## src/design/epx2x_pkg.sv

```systemverilog
// Package: pixel types and per-channel blend functions for the EPX-C 2x scaler.
package epx2x_pkg;

  localparam int PixW   = 24;
  localparam int ChW    = 8;
  localparam int NumCh  = PixW / ChW;
  localparam int NumQ   = 4;

  typedef logic [PixW-1:0] pix_t;

  typedef struct packed {
    pix_t nw, n, ne, w, c, e, sw, s, se;
  } win_t;

  typedef struct packed {
    pix_t tl, tr, bl, br;
  } quad_t;

  // Per-quadrant request to a blend lane, already rotated to local view.
  typedef struct packed {
    logic mode5;    // 5:1:1:1 mix
    logic mode3;    // 3:1 mix
    pix_t base;     // quadrant edge color (or center)
    pix_t ca;       // first corner blend
    pix_t cb;       // second corner blend
    pix_t ctr;
  } lane_req_t;

  function automatic pix_t mix2(pix_t a, pix_t b);
    pix_t r;
    logic [ChW:0] s;
    r = '0;
    for (int k = 0; k < NumCh; k++) begin
      s = {1'b0, a[k*ChW +: ChW]} + {1'b0, b[k*ChW +: ChW]};
      r[k*ChW +: ChW] = s[ChW:1];
    end
    return r;
  endfunction

  // Divide by three of a value below 768 via reciprocal multiply.
  function automatic logic [ChW-1:0] div3(logic [ChW+1:0] v);
    logic [ChW+11:0] p;
    p = {10'd0, v} * 20'd683;
    return p[ChW+10:11];
  endfunction

  function automatic pix_t mix3(pix_t a, pix_t b, pix_t c);
    pix_t r;
    logic [ChW+1:0] s;
    r = '0;
    for (int k = 0; k < NumCh; k++) begin
      s = {2'b0, a[k*ChW +: ChW]} + {2'b0, b[k*ChW +: ChW]} + {2'b0, c[k*ChW +: ChW]};
      r[k*ChW +: ChW] = div3(s);
    end
    return r;
  endfunction

  function automatic pix_t corner(logic f1, logic f2, pix_t base, pix_t p1, pix_t p2,
                                  pix_t ctr);
    pix_t r;
    if (f1 && f2) r = mix3(base, p1, p2);
    else if (f1)  r = mix2(base, p1);
    else if (f2)  r = mix2(base, p2);
    else          r = ctr;
    return r;
  endfunction

endpackage

```

## src/design/epx2x_if.sv

```systemverilog
// Interfaces: valid/ready channels carrying a window and a 2x2 output block.
interface epx2x_win_if;
  import epx2x_pkg::*;
  logic valid;
  logic ready;
  logic [PixW-1:0] pix_nw, pix_n, pix_ne, pix_w, pix_center, pix_e, pix_sw, pix_s, pix_se;
  modport source (output valid, pix_nw, pix_n, pix_ne, pix_w, pix_center, pix_e, pix_sw,
                  pix_s, pix_se, input ready);
  modport sink (input valid, pix_nw, pix_n, pix_ne, pix_w, pix_center, pix_e, pix_sw,
                pix_s, pix_se, output ready);
endinterface

interface epx2x_quad_if;
  import epx2x_pkg::*;
  logic valid;
  logic ready;
  logic [PixW-1:0] out_top_left, out_top_right, out_bottom_left, out_bottom_right;
  modport source (output valid, out_top_left, out_top_right, out_bottom_left,
                  out_bottom_right, input ready);
  modport sink (input valid, out_top_left, out_top_right, out_bottom_left,
                out_bottom_right, output ready);
endinterface

```

## src/design/epx2x_detect.sv

```systemverilog
// Edge detect: equality flags, corner blends and lane requests for one window.
module epx2x_detect (
  input  epx2x_pkg::win_t      win_i,
  output epx2x_pkg::lane_req_t req_o [epx2x_pkg::NumQ]
);
  import epx2x_pkg::*;

  logic act, n0, n1, n2, n3, n5, n6, n7, n8, any_eq;
  logic e13, e37, e75, e51;
  pix_t q1, q2, q3, q4, ca, cb, cc, cd;

  always_comb begin
    act = (win_i.w != win_i.e) && (win_i.s != win_i.n);
    n0 = win_i.c != win_i.nw; n1 = win_i.c != win_i.n; n2 = win_i.c != win_i.ne;
    n3 = win_i.c != win_i.w;  n5 = win_i.c != win_i.e; n6 = win_i.c != win_i.sw;
    n7 = win_i.c != win_i.s;  n8 = win_i.c != win_i.se;
    any_eq = !(n0 && n1 && n2 && n3 && n5 && n6 && n7 && n8);
    e13 = (win_i.n == win_i.w) && (n0 || n8 || win_i.n != win_i.ne || win_i.w != win_i.sw);
    e37 = (win_i.w == win_i.s) && (n6 || n2 || win_i.w != win_i.nw || win_i.s != win_i.se);
    e75 = (win_i.s == win_i.e) && (n8 || n0 || win_i.s != win_i.sw || win_i.e != win_i.ne);
    e51 = (win_i.e == win_i.n) && (n2 || n6 || win_i.e != win_i.se || win_i.n != win_i.nw);
    q1 = e13 ? mix2(win_i.n, win_i.w) : win_i.c;
    q2 = e51 ? mix2(win_i.e, win_i.n) : win_i.c;
    q3 = e37 ? mix2(win_i.w, win_i.s) : win_i.c;
    q4 = e75 ? mix2(win_i.s, win_i.e) : win_i.c;
    ca = corner(e13 && n6, e37 && n0, win_i.w, win_i.n, win_i.s, win_i.c);
    cb = corner(e37 && n8, e75 && n6, win_i.s, win_i.w, win_i.e, win_i.c);
    cc = corner(e75 && n2, e51 && n8, win_i.e, win_i.s, win_i.n, win_i.c);
    cd = corner(e51 && n0, e13 && n2, win_i.n, win_i.e, win_i.w, win_i.c);
    if (e75 && n2 && e51 && n8) cc = mix3(win_i.e, win_i.n, win_i.s);
    if (e51 && n0 && e13 && n2) cd = mix3(win_i.n, win_i.w, win_i.e);
    req_o[0] = '{mode5: act && any_eq, mode3: act && !any_eq, base: q1, ca: cd, cb: ca,
                 ctr: win_i.c};
    req_o[1] = '{mode5: act && any_eq, mode3: act && !any_eq, base: q2, ca: cb, cb: cc,
                 ctr: win_i.c};
    req_o[2] = '{mode5: act && any_eq, mode3: act && !any_eq, base: q3, ca: ca, cb: cb,
                 ctr: win_i.c};
    req_o[3] = '{mode5: act && any_eq, mode3: act && !any_eq, base: q4, ca: cc, cb: cd,
                 ctr: win_i.c};
  end
endmodule

```

## src/design/epx2x_lane.sv

```systemverilog
// Blend lane: final weighted mix of one output quadrant.
module epx2x_lane (
  input  epx2x_pkg::lane_req_t req_i,
  output epx2x_pkg::pix_t      pix_o
);
  import epx2x_pkg::*;

  logic [ChW+2:0] s;
  logic [ChW+1:0] t;

  always_comb begin
    pix_o = req_i.ctr;
    for (int k = 0; k < NumCh; k++) begin
      s = {3'b0, req_i.base[k*ChW +: ChW]} * 11'd5 + {3'b0, req_i.ca[k*ChW +: ChW]}
          + {3'b0, req_i.cb[k*ChW +: ChW]} + {3'b0, req_i.ctr[k*ChW +: ChW]};
      t = {2'b0, req_i.ctr[k*ChW +: ChW]} * 10'd3 + {2'b0, req_i.base[k*ChW +: ChW]};
      if (req_i.mode5)      pix_o[k*ChW +: ChW] = s[ChW+2:3];
      else if (req_i.mode3) pix_o[k*ChW +: ChW] = t[ChW+1:2];
    end
  end
endmodule

```

## src/design/epx_c_pixel_scale_2x_top.sv

```systemverilog
// Top level: EPX-C 2x scaler with window register, blend lanes and output register.
//
//  channel  dir  payload                                   request on
//  win_i    in   pix_nw..pix_se, 9 x 24-bit RGB            valid & ready
//  quad_o   out  out_top_left..out_bottom_right, 4 x 24    valid & ready
//
// The window lands in a register, then detect and four blend lanes (one per
// quadrant) settle into the output register.
// One request is taken per cycle unless quad_o stalls; each stage advances when the
// next one is empty or drains, so a stall holds the output stage, and ready drops
// once the window stage is full too. Reset clears only the stage valid bits.
module epx_c_pixel_scale_2x_top (
  input  logic              clk_i,
  input  logic              rst_ni,
  epx2x_win_if.sink         win_i,
  epx2x_quad_if.source      quad_o
);
  import epx2x_pkg::*;

  win_t      win_q;
  logic      win_vld_q;
  quad_t     res_q;
  logic      res_vld_q;
  lane_req_t req [NumQ];
  pix_t      lane_pix [NumQ];
  logic      res_adv, win_adv;

  // Advance each stage when its downstream slot frees up.
  assign res_adv     = !res_vld_q || quad_o.ready;
  assign win_adv     = !win_vld_q || res_adv;
  assign win_i.ready = win_adv;

  always_ff @(posedge clk_i or negedge rst_ni) begin
    if (!rst_ni) begin
      win_vld_q <= 1'b0;
      res_vld_q <= 1'b0;
    end else begin
      if (win_adv) win_vld_q <= win_i.valid;
      if (res_adv) res_vld_q <= win_vld_q;
    end
  end

  always_ff @(posedge clk_i) begin
    if (win_adv && win_i.valid) begin
      win_q <= '{nw: win_i.pix_nw, n: win_i.pix_n, ne: win_i.pix_ne, w: win_i.pix_w,
                 c: win_i.pix_center, e: win_i.pix_e, sw: win_i.pix_sw, s: win_i.pix_s,
                 se: win_i.pix_se};
    end
    if (res_adv && win_vld_q) begin
      res_q <= '{tl: lane_pix[0], tr: lane_pix[1], bl: lane_pix[2], br: lane_pix[3]};
    end
  end

  epx2x_detect u_detect (.win_i(win_q), .req_o(req));

  for (genvar g = 0; g < NumQ; g++) begin : g_lane
    epx2x_lane u_lane (.req_i(req[g]), .pix_o(lane_pix[g]));
  end

  assign quad_o.valid            = res_vld_q;
  assign quad_o.out_top_left     = res_q.tl;
  assign quad_o.out_top_right    = res_q.tr;
  assign quad_o.out_bottom_left  = res_q.bl;
  assign quad_o.out_bottom_right = res_q.br;
endmodule
```

## src/flat_wrapper.sv

```systemverilog
// flat-port wrapper written by rule: the top's interface ports become plain ports
module epx_c_pixel_scale_2x_top_flat import epx2x_pkg::*;
  (clk_i, rst_ni, win_i_valid, win_i_pix_nw, win_i_pix_n, win_i_pix_ne, win_i_pix_w, win_i_pix_center, win_i_pix_e, win_i_pix_sw, win_i_pix_s, win_i_pix_se, win_i_ready, quad_o_valid, quad_o_out_top_left, quad_o_out_top_right, quad_o_out_bottom_left, quad_o_out_bottom_right, quad_o_ready);
  epx2x_win_if win_i_i ();
  epx2x_quad_if quad_o_i ();
  input  logic clk_i;
  input  logic rst_ni;
  input wire logic [$bits(win_i_i.valid)-1:0] win_i_valid;
  input wire logic [$bits(win_i_i.pix_nw)-1:0] win_i_pix_nw;
  input wire logic [$bits(win_i_i.pix_n)-1:0] win_i_pix_n;
  input wire logic [$bits(win_i_i.pix_ne)-1:0] win_i_pix_ne;
  input wire logic [$bits(win_i_i.pix_w)-1:0] win_i_pix_w;
  input wire logic [$bits(win_i_i.pix_center)-1:0] win_i_pix_center;
  input wire logic [$bits(win_i_i.pix_e)-1:0] win_i_pix_e;
  input wire logic [$bits(win_i_i.pix_sw)-1:0] win_i_pix_sw;
  input wire logic [$bits(win_i_i.pix_s)-1:0] win_i_pix_s;
  input wire logic [$bits(win_i_i.pix_se)-1:0] win_i_pix_se;
  output wire logic [$bits(win_i_i.ready)-1:0] win_i_ready;
  output wire logic [$bits(quad_o_i.valid)-1:0] quad_o_valid;
  output wire logic [$bits(quad_o_i.out_top_left)-1:0] quad_o_out_top_left;
  output wire logic [$bits(quad_o_i.out_top_right)-1:0] quad_o_out_top_right;
  output wire logic [$bits(quad_o_i.out_bottom_left)-1:0] quad_o_out_bottom_left;
  output wire logic [$bits(quad_o_i.out_bottom_right)-1:0] quad_o_out_bottom_right;
  input wire logic [$bits(quad_o_i.ready)-1:0] quad_o_ready;
  assign win_i_i.valid = win_i_valid;
  assign win_i_i.pix_nw = win_i_pix_nw;
  assign win_i_i.pix_n = win_i_pix_n;
  assign win_i_i.pix_ne = win_i_pix_ne;
  assign win_i_i.pix_w = win_i_pix_w;
  assign win_i_i.pix_center = win_i_pix_center;
  assign win_i_i.pix_e = win_i_pix_e;
  assign win_i_i.pix_sw = win_i_pix_sw;
  assign win_i_i.pix_s = win_i_pix_s;
  assign win_i_i.pix_se = win_i_pix_se;
  assign win_i_ready = win_i_i.ready;
  assign quad_o_valid = quad_o_i.valid;
  assign quad_o_out_top_left = quad_o_i.out_top_left;
  assign quad_o_out_top_right = quad_o_i.out_top_right;
  assign quad_o_out_bottom_left = quad_o_i.out_bottom_left;
  assign quad_o_out_bottom_right = quad_o_i.out_bottom_right;
  assign quad_o_i.ready = quad_o_ready;
  epx_c_pixel_scale_2x_top u_core (.clk_i(clk_i), .rst_ni(rst_ni), .win_i(win_i_i), .quad_o(quad_o_i));
endmodule
```

## config.mk

```make
export PLATFORM = sky130hd
export DESIGN_NAME = epx_c_pixel_scale_2x_top_flat
export DESIGN_NICKNAME = d
export VERILOG_FILES = /design/src/design/epx2x_pkg.sv /design/src/design/epx2x_if.sv /design/src/design/epx2x_detect.sv /design/src/design/epx2x_lane.sv /design/src/design/epx_c_pixel_scale_2x_top.sv /design/src/flat_wrapper.sv
export SDC_FILE = /design/constraint.sdc
export NUM_CORES = 2
export LEC_CHECK = 0
export ABC_AREA = 1
export BUFFER_PORTS_ARGS = -buffer_cell sky130_fd_sc_hd__buf_2
export CORE_MARGIN = 4
export CORE_UTILIZATION = 48
export CTS_CLUSTER_SIZE = 14
export DETAILED_ROUTE_END_ITERATION = 10
export GPL_TIMING_DRIVEN = 0
export PLACE_DENSITY_LB_ADDON = 0.2
export SYNTH_ARGS = -nofsm -noshare
export SYNTH_HDL_FRONTEND = slang
export SYNTH_SLANG_ARGS = --single-unit
```

## constraint.sdc

```tcl
create_clock -name clk_i -period 27 [get_ports clk_i]
set_input_delay 2.7 -clock clk_i [delete_from_list [all_inputs] [get_ports clk_i]]
set_output_delay 2.7 -clock clk_i [all_outputs]
set_load 0.005 [all_outputs]
```

==> results by group <==
Outcome
  • Run status: finished, violations left
  • Failing checks: max-capacitance violations, max-slew violations

Place
  • DP Worst Slack: 14.85 ns
  • Post-DP HPWL: 238000 um
  • PortBufs: around 320
  • Final GP Congestion: 1.04

Die
  • Chip Width: 375 um
  • Core area: roughly 0.13 sq mm
  • Die ar.: between 0.1 and 0.15 sq mm
  • Boundary pin count: 318
  • Die Y: 375 um
  • Row count: 134
  • Starting density of the core: 48.4%

Clocking
  • Post-CTS Setup Bufs: 0
  • H-tree depth: 2
  • Maximum root-to-sink buffer count: 3
  • Clk sinks: 314
  • Clock Latency Late Sink: between 0.6 and 0.7 ns
  • CTS tree: done
  • Post-CTS sizing: 0
  • Clk slew on worst S/H paths: about 0.06 ns
  • Inserted Clock Buffers: 38
  • CTS hold repair buffers: 0
  • Clock root cell: clkbuf_16

Yosys
  • Top-area cell type share of the netlist area: 23.5%
  • Most common cell in the synthesized netlist: inv_1
  • Synth Register Bits: 314
  • Mapped Cells: 7841
  • Seq/Total Area, Yosys: 14.6%
  • Netlist cell types: 64
  • Synthesized area per cell: 8.24 sq um
  • Post-synth ARST share: less than 1%
  • Ys flop type: edfxtp_1
  • Yosys top cell by area: ha_1
  • Net Count, Synth: 9829
  • Ranking of synthesized cells by area: ha_1, fa_1, edfxtp_1
  • Commonest cells post-synth: inv_1, ha_1, nand2_1
  • Synthesized cell area: 0.0646 sq mm
  • Synth warn: 0
  • Number of synthesized flops with an enable pin: 312

Route
  • Remaining antenna violation count: 0
  • # DRC: 0
  • Drt total wl: approximately 280000 um
  • Initial DRC count: 5796
  • Vias: between 50000 and 60000
  • WL/cell: around 28 um
  • TritonRoute pass-1 iters: 7
  • Vias/cell: 5.81

Timing
  • Final Setup Violations: 0
  • Worst Setup Slack, final: 14.67 ns
  • Fmax: a little over 80 MHz
  • Max-slew violations: 2
  • Slew headroom: -4.42%
  • Final hold vios: 0
  • Period minus WS final: 12.33 ns
  • Setup Skew: around 0.022 ns
  • Worst-Margin Slew: 1.55 ns
  • RSZ-0062 raised after global routing: no
  • Final period utilization: 45.7%
  • Hold WS: 0.513 ns
  • Final setup TNS: 0 ns

GRT
  • Met1 Use GR: between 40% and 50%
  • Total global-route track usage: 38.9%
  • Largest net degree at the start of global routing: 136
  • Congestion Overflow GR: 0
  • Antenna violations before repair: 10
  • Met3 GRT Util: 8.77%
  • GRT met2 Usage: 61.3%
  • Vias in the first global route: 57894
  • First-pass GRT wire length: about 390000 um
  • GR peak layer: met2

Worst hold path
  • Hold Crit Depth: 2
  • Worst min-delay path endpoint: u_core.quad_o.valid$_DFFE_PN0P_
  • Min-delay src: u_core.win_vld_q$_DFFE_PN0N_
  • Min-delay worst type: flip-flop to flip-flop

Final layout
  • Filler cells: 12879
  • Area of the multi-input gates: approximately 0.05 sq mm
  • Register Area: 0.00942 sq mm
  • P&R area growth vs syn: 8.16%
  • Fin nets: 10192
  • Share of cells above drive strength 1: a little over 7%
  • Post-layout util: roughly 52%

Critical path
  • Worst path max stage delay: 0.91 ns
  • CP max FO: 8
  • Worst Path Required: 27.50 ns
  • Worst EP arrival: 12.84 ns
  • R2R cell count: 46
  • Reg2reg setup slack: 14.67 ns
  • Most used cell, CP: a21oi_1
  • Worst path slowest cell: xor2_1
  • Worst setup SP type: flip-flop
  • Critical path type: flip-flop to flip-flop
  • Critical R2R Capture: u_core.quad_o.out_bottom_right[7]$_DFFE_PP_
  • Critical Path Sink Type: flip-flop
  • Worst R2R Start: u_core.win_q[168]$_DFFE_PP_

Run
  • Maxcap violations: 1
[critical path: cells and delay by family (launching register included)]
kind            cells  cell delay (ns)
compound gates     13             2.60
xor+xnor            4             2.18
fa+ha+maj          13             5.45
buf+inv             5             0.28
flops               1             0.70
simple gates       11             0.97
[cells by family after synthesis]
logic type,Yosys count,synth area share [%]
xor gates and xnor gates,687,9.33
buffers and inverters,1592,9.58
AOI/OAI and AO/OA,1364,11.9
and+or+nand+nor,2116,13.9
DFF,314,14.6
adders and majority gates,1768,40.7
[per-layer routing]
layer	wire length, um	share of wire (%)	up-vias
li1	-	-	26629
met5	107	0.039	-
met4	19800	7.1	12
met1	111000	40	27995
met2	121000	44	2717
met3	25800	9.3	745
[worst max-delay path by stage]
stage | cells after the start | endpoint | start | slack [ns]
after floorplan | 50 | u_core.quad_o.out_bottom_right[7]$_DFFE_PP_ | u_core.win_q[72]$_DFFE_PP_ | 17.31
after global placement | 47 | u_core.quad_o.out_bottom_right[7]$_DFFE_PP_ | u_core.win_q[168]$_DFFE_PP_ | 14.87
final | 46 | u_core.quad_o.out_bottom_right[7]$_DFFE_PP_ | u_core.win_q[168]$_DFFE_PP_ | 14.67
after CTS | 47 | u_core.quad_o.out_bottom_right[7]$_DFFE_PP_ | u_core.win_q[168]$_DFFE_PP_ | 14.83
after detailed placement | 47 | u_core.quad_o.out_bottom_right[7]$_DFFE_PP_ | u_core.win_q[168]$_DFFE_PP_ | 14.85
after global routing | 47 | u_core.quad_o.out_top_left[23]$_DFFE_PP_ | u_core.win_q[136]$_DFFE_PP_ | 14.12
[registers in the layout (all words and copies together), names as in the netlist]
| register | flops |
|---|---|
| u_core.quad_o.out_top_left | 24 |
| u_core.win_vld_q | 1 |
| u_core.quad_o.out_bottom_left | 24 |
| u_core.quad_o.out_bottom_right | 24 |
| u_core.quad_o.valid | 1 |
| u_core.quad_o.out_top_right | 24 |
| u_core.win_q | 216 |
[cell type report]
cell class / instances / share of cell area [%]
Antenna cell: 3 / 0.0107
Sequential cell: 314 / 13.5
Buffer: 162 / 1.17
Clock inverter: 23 / 0.510
Inverter: 1430 / 7.69
Multi-Input combinational cell: 5935 / 70.2
Timing Repair Buffer: 323 / 2.42
Tap cell: 1768 / 3.16
Clock buffer: 44 / 1.39
[layout by cell type, fill, tap and decap left out, drive strengths merged, types with 72 or more instances in the layout]
cell type / synthesis / final
o21ai: 398 / 398
nand3: 297 / 297
nand2: 1168 / 1168
xor2: 367 / 367
a21oi: 621 / 621
clkbuf: 60 / 104
nor2: 446 / 446
inv: 1430 / 1435
ha: 1213 / 1213
fa: 555 / 555
edfxtp: 312 / 312
xnor2: 320 / 320
nand4: 72 / 72
buf: 102 / 425
[stage by stage]
| stage | instances | instance area, sq um |
|---|---|---|
| after floorplan | 7841 | 64600 |
| after global placement | 9926 | 68400 |
| after detailed placement | 9932 | 68600 |
| after CTS | 9999 | 69900 |
| after global routing | 10000 | 69900 |
| final | 10002 | 69900 |
Power is left out: the tool's default activity adds up to more than one toggle a clock period on the data nets, which glitch-free logic cannot reach.
